### src/design/servo_bus_frame_builder_core_assert.svh
// Assertion macros used by the top level of the servo bus frame builder RTL.
`ifndef SERVO_BUS_FRAME_BUILDER_CORE_ASSERT_SVH
`define SERVO_BUS_FRAME_BUILDER_CORE_ASSERT_SVH

// The consequent must hold in the same cycle as the antecedent.
`define SBFB_ASSERT_SAME(label, clk, rst_n, ante, cons, msg) \
    label: assert property (@(posedge clk) disable iff (!(rst_n)) (ante) |-> (cons)) \
        else $error(msg);

// The consequent must hold in the cycle after the antecedent.
`define SBFB_ASSERT_NEXT(label, clk, rst_n, ante, cons, msg) \
    label: assert property (@(posedge clk) disable iff (!(rst_n)) (ante) |=> (cons)) \
        else $error(msg);

// The consequent must hold after the antecedent, with a longer delay than SBFB_ASSERT_NEXT.
`define SBFB_ASSERT_LATER(label, clk, rst_n, ante, cons, msg) \
    label: assert property (@(posedge clk) disable iff (!(rst_n)) (ante) |=> ##1 (cons)) \
        else $error(msg);

`endif

### src/design/sbfb_pkg.sv
// Types and constants of the servo bus frame builder.
package sbfb_pkg;

    localparam int IDX_W = 4;

    // Frame kind codes of a request.
    localparam logic [1:0] CMD_PING  = 2'd0;
    localparam logic [1:0] CMD_READ  = 2'd1;
    localparam logic [1:0] CMD_WRITE = 2'd2;

    // Fixed frame bytes.
    localparam logic [7:0] HDR_BYTE  = 8'hFF;
    localparam logic [7:0] INS_PING  = 8'h01;
    localparam logic [7:0] INS_READ  = 8'h02;
    localparam logic [7:0] INS_WRITE = 8'h03;
    localparam logic [7:0] LEN_PING  = 8'd2;
    localparam logic [7:0] LEN_READ  = 8'd4;
    localparam logic [7:0] LEN_WRITE_BASE = 8'd3;

    // Byte positions within a frame.
    localparam logic [IDX_W-1:0] POS_ID   = 4'd2;
    localparam logic [IDX_W-1:0] POS_LEN  = 4'd3;
    localparam logic [IDX_W-1:0] POS_INS  = 4'd4;
    localparam logic [IDX_W-1:0] POS_ADDR = 4'd5;
    localparam logic [IDX_W-1:0] POS_ARG  = 4'd6;

    // Position of the checksum byte for each frame kind.
    localparam logic [IDX_W-1:0] LAST_PING       = 4'd5;
    localparam logic [IDX_W-1:0] LAST_READ       = 4'd7;
    localparam logic [IDX_W-1:0] LAST_WRITE_BASE = 4'd6;

    typedef struct packed {
        logic [1:0] cmd;
        logic [7:0] servo_id;
        logic [7:0] reg_addr;
        logic [7:0] read_count;
        logic [2:0] data_count;
        logic [7:0] data_0;
        logic [7:0] data_1;
        logic [7:0] data_2;
        logic [7:0] data_3;
        logic [7:0] data_4;
        logic [7:0] data_5;
    } t_sbfb_req;

    typedef struct packed {
        logic [7:0] tx_byte;
        logic       last;
    } t_sbfb_res;

    // Controller to datapath.
    typedef struct packed {
        logic             load;
        logic             emit;
        logic             final_byte;
        logic [IDX_W-1:0] idx;
    } t_sbfb_cmd;

    // Datapath to controller.
    typedef struct packed {
        logic             req_ok;
        logic [IDX_W-1:0] req_last_idx;
    } t_sbfb_sts;

endpackage

### src/design/sbfb_dp.sv
// Datapath of the servo bus frame builder: request registers, byte select and checksum.
module sbfb_dp
    import sbfb_pkg::*;
#(
    parameter int MAX_WRITE_BYTES = 6
) (
    input  logic      i_clk,
    input  logic      i_rst_n,
    input  t_sbfb_req i_req,
    input  t_sbfb_cmd i_cmd,
    output t_sbfb_sts o_sts,
    output logic      o_valid,
    output t_sbfb_res o_res
);

    logic [7:0] w_in_data [6];
    logic [7:0] r_data [MAX_WRITE_BYTES];
    logic [7:0] r_id;
    logic [7:0] r_addr;
    logic [7:0] r_rcnt;
    logic [7:0] r_len;
    logic [7:0] r_ins;
    logic       r_is_read;
    logic [7:0] r_sum;
    logic [7:0] n_len;
    logic [7:0] n_ins;
    logic [7:0] w_byte;
    logic       w_summed;
    t_sbfb_res  r_res;
    logic       r_valid;

    assign w_in_data[0] = i_req.data_0;
    assign w_in_data[1] = i_req.data_1;
    assign w_in_data[2] = i_req.data_2;
    assign w_in_data[3] = i_req.data_3;
    assign w_in_data[4] = i_req.data_4;
    assign w_in_data[5] = i_req.data_5;

    // Decode of the incoming request.
    always_comb begin
        o_sts.req_ok       = 1'b0;
        o_sts.req_last_idx = LAST_PING;
        n_len              = LEN_PING;
        n_ins              = INS_PING;
        unique case (i_req.cmd)
            CMD_PING: begin
                o_sts.req_ok = 1'b1;
            end
            CMD_READ: begin
                o_sts.req_ok       = 1'b1;
                o_sts.req_last_idx = LAST_READ;
                n_len              = LEN_READ;
                n_ins              = INS_READ;
            end
            CMD_WRITE: begin
                o_sts.req_ok = ({1'b0, i_req.data_count} <= IDX_W'(MAX_WRITE_BYTES));
                o_sts.req_last_idx = IDX_W'({1'b0, i_req.data_count}) + LAST_WRITE_BASE;
                n_len = {5'd0, i_req.data_count} + LEN_WRITE_BASE;
                n_ins = INS_WRITE;
            end
            default: begin
                o_sts.req_ok = 1'b0;
            end
        endcase
    end

    // Byte for the current frame position.
    always_comb begin
        w_byte = HDR_BYTE;
        if (i_cmd.final_byte) begin
            w_byte = ~r_sum;
        end else if (i_cmd.idx == POS_ID) begin
            w_byte = r_id;
        end else if (i_cmd.idx == POS_LEN) begin
            w_byte = r_len;
        end else if (i_cmd.idx == POS_INS) begin
            w_byte = r_ins;
        end else if (i_cmd.idx == POS_ADDR) begin
            w_byte = r_addr;
        end else if (i_cmd.idx == POS_ARG && r_is_read) begin
            w_byte = r_rcnt;
        end else begin
            for (int j = 0; j < MAX_WRITE_BYTES; j++) begin
                if (i_cmd.idx == IDX_W'(POS_ARG + j)) begin
                    w_byte = r_data[j];
                end
            end
        end
    end

    assign w_summed = i_cmd.emit && !i_cmd.final_byte && (i_cmd.idx >= POS_ID);

    always_ff @(posedge i_clk) begin
        if (i_cmd.load) begin
            r_id      <= i_req.servo_id;
            r_addr    <= i_req.reg_addr;
            r_rcnt    <= i_req.read_count;
            r_len     <= n_len;
            r_ins     <= n_ins;
            r_is_read <= (i_req.cmd == CMD_READ);
            for (int j = 0; j < MAX_WRITE_BYTES; j++) begin
                r_data[j] <= w_in_data[j];
            end
        end
        if (i_cmd.load) begin
            r_sum <= 8'd0;
        end else if (w_summed) begin
            r_sum <= r_sum + w_byte;
        end
        if (i_cmd.emit) begin
            r_res.tx_byte <= w_byte;
            r_res.last    <= i_cmd.final_byte;
        end
    end

    always_ff @(posedge i_clk) begin
        if (!i_rst_n) begin
            r_valid <= 1'b0;
        end else begin
            r_valid <= i_cmd.emit;
        end
    end

    assign o_valid = r_valid;
    assign o_res   = r_res;

endmodule

### src/design/sbfb_ctrl.sv
// Controller of the servo bus frame builder: request acceptance and byte sequencing.
module sbfb_ctrl
    import sbfb_pkg::*;
(
    input  logic      i_clk,
    input  logic      i_rst_n,
    input  logic      i_start,
    input  t_sbfb_sts i_sts,
    output t_sbfb_cmd o_cmd,
    output logic      o_busy
);

    localparam logic S_IDLE = 1'b0;
    localparam logic S_EMIT = 1'b1;

    logic             r_state;
    logic             n_state;
    logic [IDX_W-1:0] r_idx;
    logic [IDX_W-1:0] n_idx;
    logic [IDX_W-1:0] r_last_idx;
    logic [IDX_W-1:0] n_last_idx;
    logic             w_final;
    logic             w_accept;

    assign w_final  = (r_state == S_EMIT) && (r_idx == r_last_idx);
    assign o_busy   = (r_state == S_EMIT) && !w_final;
    assign w_accept = i_start && !o_busy;

    always_comb begin
        n_state    = r_state;
        n_idx      = r_idx;
        n_last_idx = r_last_idx;
        unique case (r_state)
            S_IDLE: begin
                if (w_accept && i_sts.req_ok) begin
                    n_state    = S_EMIT;
                    n_idx      = '0;
                    n_last_idx = i_sts.req_last_idx;
                end
            end
            S_EMIT: begin
                if (w_accept && i_sts.req_ok) begin
                    n_idx      = '0;
                    n_last_idx = i_sts.req_last_idx;
                end else if (w_final) begin
                    n_state = S_IDLE;
                end else begin
                    n_idx = r_idx + 1'b1;
                end
            end
            default: begin
                n_state = S_IDLE;
            end
        endcase
    end

    always_ff @(posedge i_clk) begin
        if (!i_rst_n) begin
            r_state    <= S_IDLE;
            r_idx      <= '0;
            r_last_idx <= '0;
        end else begin
            r_state    <= n_state;
            r_idx      <= n_idx;
            r_last_idx <= n_last_idx;
        end
    end

    assign o_cmd.load       = w_accept && i_sts.req_ok;
    assign o_cmd.emit       = (r_state == S_EMIT);
    assign o_cmd.final_byte = w_final;
    assign o_cmd.idx        = r_idx;

endmodule

### src/design/servo_bus_frame_builder_core.sv
// Top level of the servo bus frame builder: controller, datapath and checks.
//
//  channel   ports                     direction  handshake
//  request   i_start, i_req, o_busy    in         taken when i_start is high and o_busy low
//  result    o_valid, o_res            out        one byte per cycle, no back-pressure
//
// A frame of N bytes (6 for a ping, 8 for a read, 7 plus the data count for a write)
// appears on o_res without gaps; the first byte is shown behind the position counter
// and the output register once the request is taken.
// The next request can be taken at the edge that registers the checksum byte, so
// back-to-back frames run with no gap, at most 13 bytes each, paced by the byte counter.
// A request with an unused kind code or an oversized write is taken and produces nothing.
// The synchronous reset clears the state machine and the result strobe; the receiver
// cannot stall the result stream, and each byte is valid for exactly one cycle.
module servo_bus_frame_builder_core
    import sbfb_pkg::*;
#(
    parameter int MAX_WRITE_BYTES = 6
) (
    input  logic      i_clk,
    input  logic      i_rst_n,
    input  logic      i_start,
    input  t_sbfb_req i_req,
    output logic      o_busy,
    output logic      o_valid,
    output t_sbfb_res o_res
);

`include "servo_bus_frame_builder_core_assert.svh"

    // Command and status between the two halves of the design.
    t_sbfb_cmd w_cmd;
    t_sbfb_sts w_sts;

    // The controller owns the frame position counter and decides when a request
    // is taken; the datapath holds the request, picks each byte and keeps the sum.
    sbfb_ctrl u_ctrl (
        .i_clk   (i_clk),
        .i_rst_n (i_rst_n),
        .i_start (i_start),
        .i_sts   (w_sts),
        .o_cmd   (w_cmd),
        .o_busy  (o_busy)
    );

    sbfb_dp #(
        .MAX_WRITE_BYTES (MAX_WRITE_BYTES)
    ) u_dp (
        .i_clk   (i_clk),
        .i_rst_n (i_rst_n),
        .i_req   (i_req),
        .i_cmd   (w_cmd),
        .o_sts   (w_sts),
        .o_valid (o_valid),
        .o_res   (o_res)
    );

    // A well-formed request always opens its frame with a header byte.
    `SBFB_ASSERT_LATER(a_frame_opens, i_clk, i_rst_n, i_start && !o_busy && w_sts.req_ok, o_valid && o_res.tx_byte == HDR_BYTE && !o_res.last, "frame did not open with a header byte")
    // Bytes of a frame are contiguous until the checksum byte.
    `SBFB_ASSERT_NEXT(a_no_gap, i_clk, i_rst_n, o_valid && !o_res.last, o_valid, "gap inside a frame")
    // While busy, the block is part way through a frame and must emit next cycle.
    `SBFB_ASSERT_NEXT(a_busy_emits, i_clk, i_rst_n, o_busy, o_valid, "busy without emitting")
    // The controller never asks the datapath to load while it is mid-frame.
    `SBFB_ASSERT_SAME(a_load_only_free, i_clk, i_rst_n, w_cmd.load, !o_busy && i_start, "request loaded while busy")

endmodule

### config.mk
export PLATFORM = sky130hd
export DESIGN_NAME = servo_bus_frame_builder_core
export DESIGN_NICKNAME = d
export VERILOG_FILES = /design/src/design/sbfb_pkg.sv /design/src/design/sbfb_dp.sv /design/src/design/sbfb_ctrl.sv /design/src/design/servo_bus_frame_builder_core.sv
export VERILOG_INCLUDE_DIRS = /design/src /design/src/design
export SDC_FILE = /design/constraint.sdc
export NUM_CORES = 1
export LEC_CHECK = 0
export BUFFER_PORTS_ARGS = -buffer_cell sky130_fd_sc_hd__buf_2
export CAP_MARGIN = 20
export CELL_PAD_IN_SITES_DETAIL_PLACEMENT = 1
export CELL_PAD_IN_SITES_GLOBAL_PLACEMENT = 2
export CORE_AREA = 2 2 116 147
export CTS_CLUSTER_SIZE = 24
export DETAILED_ROUTE_END_ITERATION = 8
export DIE_AREA = 0 0 118 149
export MAX_ROUTING_LAYER = met4
export PLACE_DENSITY_LB_ADDON = 0.1
export SLEW_MARGIN = 20
export SYNTH_ARGS = -nofsm -noshare
export SYNTH_HDL_FRONTEND = slang
export SYNTH_SLANG_ARGS = --single-unit
### constraint.sdc
create_clock -name i_clk -period 3.8 [get_ports i_clk]
set_clock_uncertainty 0.05 [all_clocks]
set_input_delay 0.57 -clock i_clk [delete_from_list [all_inputs] [get_ports i_clk]]
set_output_delay 0.57 -clock i_clk [all_outputs]
set_load 0.01 [all_outputs]
# After elaboration in Yosys (flattened, before gate mapping)
# Memory sizes are Yosys's and may differ from the RTL's.
# Cells that the tools add are included.
[totals]
n_memories = 1
reg_bits = 68
ramBits = 48
wordCells = 74
out_inout_bits = 11
input_bits = 80
[memory_table]
columns = ["name", "words", "width", "read_ports", "rd_ports_with_merged_regs", "wr", "line_no", "source"]
rows = [
  ["u_dp.r_data", 6, 8, 6, 0, 6, "sbfb_dp.sv:17", "logic [7:0] r_data [MAX_WRITE_BYTES];"],
]
[op_classes]
n_eq_ne = 15
n_reduce_logical = 11
bitwise_logic = 2
n_mux = 26
magnitude_cmp = 2
addsub = 4
[op_table]
columns = ["op", "n"]
rows = [
  ["8-bit 2-to-1 mux", 12],
  ["4-bit by 3-bit == test with 1-bit output, second input constant", 4],
  ["4-bit == test, second input constant", 4],
  ["4-bit 2-to-1 mux", 4],
  ["4-bit case mux with 2 select lines", 2],
  ["8-bit case mux with 2 select lines", 1],
  ["8-bit adder", 1],
  ["4-bit by 2-bit == test with 1-bit output, second input constant", 2],
  ["8-bit NOT", 1],
  ["1-bit logical AND", 6],
  ["3-bit by 2-bit adder with 4-bit output, second input constant", 1],
  ["3-bit by 3-bit adder with 4-bit output, second input constant", 1],
  ["4-bit by 1-bit adder with 4-bit output, second input constant", 1],
  ["4-bit == test", 1],
  ["4-bit by 2-bit greater-or-equal comparator with 1-bit output, second input constant", 1],
  ["1-bit 2-to-1 mux", 4],
  ["1-bit case mux with 2 select lines", 2],
  ["2-bit case mux with 2 select lines", 1],
  ["3-bit less-or-equal comparator, second input constant", 1],
  ["3-bit by 2-bit != test with 1-bit output, second input constant", 1],
  ["2-bit by 1-bit == test with 1-bit output, second input constant", 1],
  ["2-bit == test, second input constant", 1],
  ["1-bit logical NOT", 2],
  ["2-bit logical NOT", 1],
  ["4 further kinds", 4],
]

# Depth between registers and ports, before layout
# Gate-level depths: netlist (run 1).
[depth]
depth_word = 14
ltp_mapped = 19
depth_no_buf = 17

# Modules after synthesis
# A second synthesis (run 1) with hierarchy kept.
[hier_totals]
hier_cells = 411
hier_area_um2 = 4994.8
[modules_own_cells]
columns = ["mod", "instances", "cells_per_inst", "area_each_um2"]
rows = [
  ["sbfb_dp", 1, 359, 4543.1],
  ["sbfb_ctrl", 1, 52, 451.7],
]

# Least setup slack after synthesis (run 1)
# OpenSTA, ideal clock, no wires.
[synth_timing]
path_type = "register to register"
start = "register u_ctrl.r_idx[1]"
end = "register u_dp.r_sum[7]"
synth_period_minus_slack_ns = 3.763
path_stages_with_launch = 19
slack_ns = 0.037
arrival_time_ns = 3.554
path_buffers = 2
setup_ns = 0.158
required_ns = 3.592
cell_sequence = "dfxtp_1 ha_1 clkbuf_1 clkbuf_1 nand2_1 o21ai_0 a21oi_1 a22oi_1 o22ai_1 a311oi_1 o21bai_1 ha_1 a21o_1 a211oi_1 nor2_1 o41ai_1 nand2_1 o211ai_1 o31ai_1"
[synth_between]
elab_chain_len = 14
word_cells_on_any_way = 33
classes_between = "1 x add/sub; 1 x order compare; 11 x eq/ne; 12 x mux; 8 x reduce/logical"
[synth_rtl]
columns = ["item", "line_no", "source"]
rows = [
  ["start: declaration", "sbfb_ctrl.sv:18", "logic [IDX_W-1:0] r_idx;"],
  ["start signal: assignment", "sbfb_ctrl.sv:64", "r_idx <= n_idx;"],
  ["4-bit by 3-bit == test with 1-bit output", "sbfb_dp.sv:80, sbfb_dp.sv:84", ""],
  ["8-bit 2-to-1 mux (6 in a row)", "sbfb_dp.sv:84", "if (i_cmd.idx == IDX_W'(POS_ARG + j)) begin"],
  ["8-bit 2-to-1 mux", "sbfb_dp.sv:80", "end else if (i_cmd.idx == POS_ARG && r_is_read) begin"],
  ["8-bit 2-to-1 mux", "sbfb_dp.sv:78", "end else if (i_cmd.idx == POS_ADDR) begin"],
  ["8-bit 2-to-1 mux", "sbfb_dp.sv:76", "end else if (i_cmd.idx == POS_INS) begin"],
  ["8-bit 2-to-1 mux", "sbfb_dp.sv:74", "end else if (i_cmd.idx == POS_LEN) begin"],
  ["8-bit 2-to-1 mux", "sbfb_dp.sv:72", "end else if (i_cmd.idx == POS_ID) begin"],
  ["8-bit 2-to-1 mux *", "sbfb_dp.sv:70", "if (i_cmd.final_byte) begin"],
  ["via u_dp.w_byte[1]", "sbfb_dp.sv:27", "logic [7:0] w_byte;"],
  ["8-bit adder *", "sbfb_dp.sv:108", "r_sum <= r_sum + w_byte;"],
  ["end signal: assignment", "sbfb_dp.sv:108", ""],
  ["end: declaration", "sbfb_dp.sv:24", "logic [7:0] r_sum;"],
]
# The timed path passes the listed nets; every way through them passes the cells marked *.
# A chain may end at the register's enable or synchronous reset.

# Final worst setup path (run 1)
# Same ends and word-level chain as after synthesis.

==> results of run 1 <==
synth_stat cells (all sizes together) (3+ instances only):
cell type / number
nor3: 8
mux2i: 3
inv: 14
a221oi: 5
o311ai: 3
a211oi: 4
and2: 4
a21oi: 27
nor2: 34
dfxtp: 18
a22oi: 4
a2bb2oi: 3
o221ai: 3
a32oi: 3
nor2b: 10
nand2: 38
xnor2: 6
a21boi: 3
nand3: 6
edfxtp: 88
o21ai: 17
nand3b: 4
clkbuf: 11
ha: 21
o22ai: 9
buf: 10
nand2b: 5
o21a: 4
xor2: 7
a21o: 5
what timing repair did:
item,CTS,global route
pin swaps,0,7
endpoints found under the setup margin,1,4
cloned,0,0
resized for setup,1,28
endpoints found under the hold margin,0,0
setup buffers,0,1
state kept, by name (all words and copies together), names as in the netlist:
| register | cells |
|---|---|
| u_dp.o_valid | 1 |
| u_dp.r_sum | 8 |
| u_dp.r_rcnt | 8 |
| u_ctrl.r_idx | 4 |
| u_ctrl.r_last_idx | 4 |
| u_ctrl.r_state | 1 |
| u_dp.r_addr | 8 |
| u_dp.r_id | 8 |
| u_dp.o_res | 9 |
| u_dp.r_len | 4 |
| u_dp.r_ins | 2 |
| u_dp.r_is_read | 1 |
| u_dp.r_data | 48 |
critical path, cell delays in order, from the launching register on:
cell and delay, ns:
dfxtp_4 0.37, inv_1 0.13, ha_2 0.22, buf_4 0.14, a21oi_1 0.07, nor2_1 0.15
o2bb2ai_2 0.07, a22oi_1 0.14, o22ai_1 0.14, a311oi_1 0.33, o21bai_4 0.18, ha_1 0.25
a21o_1 0.17, a211oi_1 0.22, nor2_1 0.09, o41ai_2 0.33, buf_4 0.18, a2111o_1 0.09
o211ai_1 0.08, o31ai_1 0.08
cell type report:
| type | instances | area, µm² |
|---|---|---|
| fill | 1805 | 10000 |
| multi-input combinational | 268 | 1890 |
| sequential | 106 | 3010 |
| clock buffer | 9 | 225 |
| clock inverter | 6 | 52.6 |
| tap | 220 | 275 |
| timing repair buffer | 135 | 813 |
| inverter | 16 | 65.1 |
per-layer routing:
| metal | global-route usage (%) | vias to the layer above |
|---|---|---|
| li1 | - | 1785 |
| met1 | 20.1 | 1774 |
| met2 | 28.7 | 72 |
| met3 | 2.37 | 18 |
| met4 | 6.51 | 0 |
| met5 | - | - |
kinds of logic after synthesis:
kind of cell             count (synthesis)  share of synthesized area, %
AND/OR/NAND/NOR                        119                          11.7
AO/OA/AOI/OAI                          111                          15.4
flip-flops                             106                          60.7
buffers and inverters                   37                          3.54
adder cells (fa/ha/maj)                 22                          5.72
XOR/XNOR                                13                          2.30
multiplexers                             3                         0.607
power by group through the flow:
stage / Clock, W / Sequential, W / Combinational, W
after CTS: 0.000920 / 0.00135 / 0.000191
after detailed placement: 0 / 0.00137 / 0.000190
after global placement: 0 / 0.00137 / 0.000186
after floorplan: 0 / 0.00136 / 0.0000917
after global routing: 0.000956 / 0.00135 / 0.000214
final: 0.000889 / 0.00135 / 0.000192
through the flow:
stage	std cells	worst slack, ns
final	760	0.219
after global routing	760	-0.0320
after CTS	759	0.0286
after detailed placement	744	-0.0476
after global placement	744	0.00759
after floorplan	411	0.0374
worst max-delay path by stage:
stage | start | end | slack, ns
after floorplan | u_ctrl.r_idx[1] | u_dp.r_sum[7] | 0.04
after global placement | u_ctrl.r_idx[1] | u_dp.r_sum[7] | 0.008
after detailed placement | u_ctrl.r_idx[1] | u_dp.r_sum[7] | -0.05
after CTS | u_ctrl.r_idx[1] | u_dp.r_sum[7] | 0.03
after global routing | u_ctrl.r_idx[1] | u_dp.r_sum[7] | -0.03
final | u_ctrl.r_idx[1] | u_dp.r_sum[7] | 0.22
==> impl_metrics.csv, run 1 <==
group,metric,value,unit
outcome,status,"finished clean",
placed_design,hpwl,10400,µm
timing,fin_hold_ws,0.329,ns
pwr,pwr-share-comb,7.9,%
floorplan,die_area,17600,µm²
timing,fin_crit,3.58,ns
global_routing,grt-ovfl-total,0,
yosys,synth_top_flop_cell,"edfxtp_1",
floorplan,rows,53,
timing,hold_violations,0,
yosys,syn_area_per_cell,12.0,µm²
routing,wl_met2,6930,µm
setup_path,critPathKind,"reg -> reg",
yosys,synth_top_area_cell,"edfxtp_1",
global_routing,antenna_found_initial,0,
routing,drt-total-wl,13700,µm
placed_design,portBuffers,90,
final_layout,drive_gt1_share,32.6,%
final_layout,final_area,6340,µm²
timing,worst_slew_pin_slew,0.795,ns
pwr,power.total,0.00243,W
routing,firstDrtPassIters,4,
yosys,syn_area,4950,µm²
pwr,swShare,23.5,%
setup_path,r2r_setup_slack,0.22,ns
setup_path,worstRegToRegCells,19,
routing,wl_met1,6050,µm
yosys,synth_top_area_share,53.4,%
hold_path,min_delay_worst_endpoint,"u_dp.r_data[3][6]",
yosys,synthArstFlopShare,0,%
floorplan,core-area,16400,µm²
floorplan,start_util,30.2,%
setup_path,required,4.03,ns
final_layout,final_util,38.7,%
routing,wire_per_inst,18.0,µm
setup_path,worstSetupStartpointType,"flop",
pwr,seqPwrFrac,55.5,%
global_routing,grt_pass1_wl,21600,µm
routing,met3WireLength,444,µm
final_layout,area_growth_syn_to_layout,28.1,%
placed_design,place_area,5920,µm²
routing,drc,0,
pwr,p_int,0.00186,W
placed_design,place_congestion,0.848,
routing,vias,3649,
hold_path,min_path_cells,1,
pwr,peakVddDrop,0.000191,V
routing,vias_per_cell,4.80,
pwr,clkPwrFrac,36.6,%
setup_path,crit_fanout,5,
final_layout,final_common_cell,"buf_2",
clocking,h-tree-depth,3,
yosys,syn_inst,411,
hold_path,holdCritPathClass,"in -> reg",
setup_path,reg2reg_from,"u_ctrl.r_idx[1]",
yosys,synth_enable_flop_cells,88,
final_layout,layout_common_cells,"buf_2, edfxtp_1, buf_4",
routing,dr.max_layer_used,"met4",
routing,antenna_left,0,
floorplan,die_w,118,µm
hold_path,worstHoldStart,"i_req[22]",
timing,tns,0,ns
timing,slew_headroom,46.9,%
clocking,cts_root_buf,"clkbuf_16",
timing,fmax,279,MHz
yosys,yosysWarnings,0,
clocking,cts_hold_buf,0,
yosys,synth_nets,513,
floorplan,fp.dieH,149,µm
global_routing,grt_max_degree,82,
pwr,power.switching,0.000570,W
clocking,cts.sinks,106,
setup_path,crit_arrival,3.81,ns
setup_path,r2r-end,"u_dp.r_sum[7]",
clocking,cts_buffers,9,
clocking,clockBufferDepth,2,
pwr,leakage,2.40,nW
final_layout,diodes,0,
pwr,powerDensity,383,nW/µm²
final_layout,fin_nets,638,
timing,period_share,94.2,%
yosys,yosys-top-cells-area,"edfxtp_1, dfxtp_1, ha_1, nand2_1, a21oi_1",
timing,setup_viol,0,
setup_path,endpoint_kind,"flop",
clocking,clk_pin_slew,0.07,ns
global_routing,grt_use_total,16.8,%
routing,first_iter_violations,195,
yosys,synth_cell_types,62,
timing,maxSlewViolCount,0,
job,maxCapViolCount,0,
yosys,ys_seq_elements,106,
timing,rsz0062_at_grt,"true",
yosys,yosysSeqAreaShare,60.7,%
clocking,clk_latency,0.36,ns
global_routing,first_global_vias,3839,
clocking,cts_tree,"yes",
floorplan,ios,91,
(Power assumes the default switching activity.)
==> inputs of run 2 (changes only) <==
--- a/config.mk
+++ b/config.mk
@@ -10,12 +10,14 @@
 export CAP_MARGIN = 20
 export CELL_PAD_IN_SITES_DETAIL_PLACEMENT = 1
 export CELL_PAD_IN_SITES_GLOBAL_PLACEMENT = 2
-export CORE_AREA = 2 2 116 147
+export CORE_AREA = 2 2 118 149
+export CTS_BUF_LIST = sky130_fd_sc_hd__clkbuf_8
 export CTS_CLUSTER_SIZE = 24
 export DETAILED_ROUTE_END_ITERATION = 8
-export DIE_AREA = 0 0 118 149
+export DIE_AREA = 0 0 120 151
 export MAX_ROUTING_LAYER = met4
 export PLACE_DENSITY_LB_ADDON = 0.1
+export SKIP_CTS_REPAIR_TIMING = 1
 export SLEW_MARGIN = 20
 export SYNTH_ARGS = -nofsm -noshare
 export SYNTH_HDL_FRONTEND = slang
==> impl_metrics.csv, run 2 (synthesis results as in run 1) <==
group,metric,value,unit
global_routing,grt-ovfl-total,0,
pwr,power.switching,0.000544,W
global_routing,grt_pass1_wl,21400,µm
final_layout,fin_nets,641,
pwr,pwr-share-comb,8.9,%
placed_design,portBuffers,90,
job,maxCapViolCount,0,
routing,wire_per_inst,17.7,µm
floorplan,fp.dieH,151,µm
routing,antenna_left,0,
timing,fmax,279,MHz
final_layout,final_area,6280,µm²
routing,vias_per_cell,4.77,
final_layout,diodes,0,
pwr,powerDensity,351,nW/µm²
timing,slew_headroom,50.4,%
setup_path,required,4.02,ns
clocking,clk_pin_slew,0.11,ns
pwr,peakVddDrop,0.000129,V
floorplan,start_util,29.7,%
clocking,cts.sinks,106,
final_layout,layout_common_cells,"buf_2, edfxtp_1, buf_4",
timing,hold_violations,0,
outcome,status,"finished clean",
setup_path,crit_arrival,3.81,ns
setup_path,r2r-end,"u_dp.r_sum[6]",
global_routing,grt_max_degree,50,
final_layout,area_growth_syn_to_layout,27.0,%
routing,first_iter_violations,155,
global_routing,first_global_vias,3974,
final_layout,drive_gt1_share,33.5,%
clocking,clockBufferDepth,2,
setup_path,critPathKind,"reg -> reg",
hold_path,min_delay_worst_endpoint,"u_dp.r_data[5][7]",
routing,drt-total-wl,13500,µm
timing,maxSlewViolCount,0,
placed_design,hpwl,10500,µm
setup_path,endpoint_kind,"flop",
pwr,p_int,0.00166,W
pwr,swShare,24.7,%
routing,firstDrtPassIters,4,
setup_path,worstRegToRegCells,18,
pwr,seqPwrFrac,61.0,%
floorplan,rows,53,
floorplan,die_w,120,µm
floorplan,core-area,16600,µm²
timing,period_share,94.4,%
clocking,cts_buffers,9,
routing,drc,0,
timing,tns,0,ns
clocking,cts_tree,"yes",
setup_path,reg2reg_from,"u_ctrl.r_idx[1]",
timing,fin_crit,3.59,ns
setup_path,worstSetupStartpointType,"flop",
placed_design,place_congestion,0.817,
hold_path,min_path_cells,1,
hold_path,holdCritPathClass,"in -> reg",
floorplan,ios,91,
timing,worst_slew_pin_slew,0.742,ns
floorplan,die_area,18100,µm²
hold_path,worstHoldStart,"i_req[7]",
clocking,h-tree-depth,3,
clocking,clk_latency,0.39,ns
pwr,leakage,2.37,nW
placed_design,place_area,5920,µm²
pwr,clkPwrFrac,30.2,%
final_layout,regMostFlops,"u_dp.r_data",
routing,vias,3644,
final_layout,largest_register_ffs,48,
setup_path,r2r_setup_slack,0.21,ns
global_routing,grt_use_total,16.0,%
setup_path,crit_fanout,7,
timing,setup_viol,0,
clocking,cts_root_buf,"clkbuf_8",
final_layout,final_common_cell,"buf_2",
global_routing,antenna_found_initial,0,
run 2: area by class of cell:
type	instances	area, µm²
Timing Repair Buffer	138	836
Clock inverter	7	58.8
Inverter	16	71.3
Clock buffer	9	124
Multi-Input combinational cell	268	1910
Sequential cell	106	3010
Tap cell	220	275
Fill cell	1822	10400
run 2: power groups by stage:
stage / Sequential, W / Combinational (W) / Clock, W
5_1_grt: 0.00135 / 0.000218 / 0.000739
4_1_cts: 0.00135 / 0.000194 / 0.000697
6_report: 0.00134 / 0.000195 / 0.000664
3_3_place_gp: 0.00137 / 0.000190 / 0
3_5_place_dp: 0.00137 / 0.000193 / 0
2_1_floorplan: 0.00136 / 0.0000917 / 0
run 2: layer usage:
layer	track usage (%)	share of wire, %	wire length [µm]	vias up
met5	-	0	0	-
met4	6.35	2.1	281	0
met3	2.90	3.4	467	18
met2	27.9	52	7000	74
met1	18.2	43	5800	1759
li1	-	-	-	1793
run 2: how the worst max path moves through the flow:
stage                     from            end  depth (start not counted)
2_1_floorplan  u_ctrl.r_idx[1]  u_dp.r_sum[7]                         18
3_3_place_gp   u_ctrl.r_idx[1]  u_dp.r_sum[6]                         18
3_5_place_dp   u_ctrl.r_idx[0]  u_dp.r_sum[7]                         18
4_1_cts        u_ctrl.r_idx[0]  u_dp.r_sum[6]                         18
5_1_grt        u_ctrl.r_idx[1]  u_dp.r_sum[6]                         18
6_report       u_ctrl.r_idx[1]  u_dp.r_sum[6]                         18
run 2: critical path: stages, from the launching register on:
cell and delay, ns:
dfxtp_4 0.39, inv_2 0.10, ha_4 0.20, nand3b_1 0.15, buf_4 0.19, o221ai_1 0.06, o21ai_0 0.14, a221oi_2 0.31
o21ai_1 0.12, nand2_1 0.07, o21ai_0 0.11, ha_1 0.23, fa_1 0.41, a21o_1 0.18, a21o_1 0.19, a21o_1 0.18
a21oi_1 0.17, xor2_1 0.15, o21ai_0 0.08
run 2: through the flow:
step / worst slack (ns) / cells / hold slack, ns / util (%) / power (W)
3_5_place_dp: -0.0606 / 744 / 0.415 / 35.6 / 0.00156
3_3_place_gp: 0.0285 / 744 / 0.401 / 35.6 / 0.00156
2_1_floorplan: 0.0374 / 411 / 0.382 / - / 0.00146
4_1_cts: -0.0894 / 760 / 0.272 / 36.7 / 0.00224
5_1_grt: -0.0163 / 764 / 0.264 / 37.8 / 0.00231
6_report: 0.214 / 764 / 0.296 / 37.8 / 0.00220
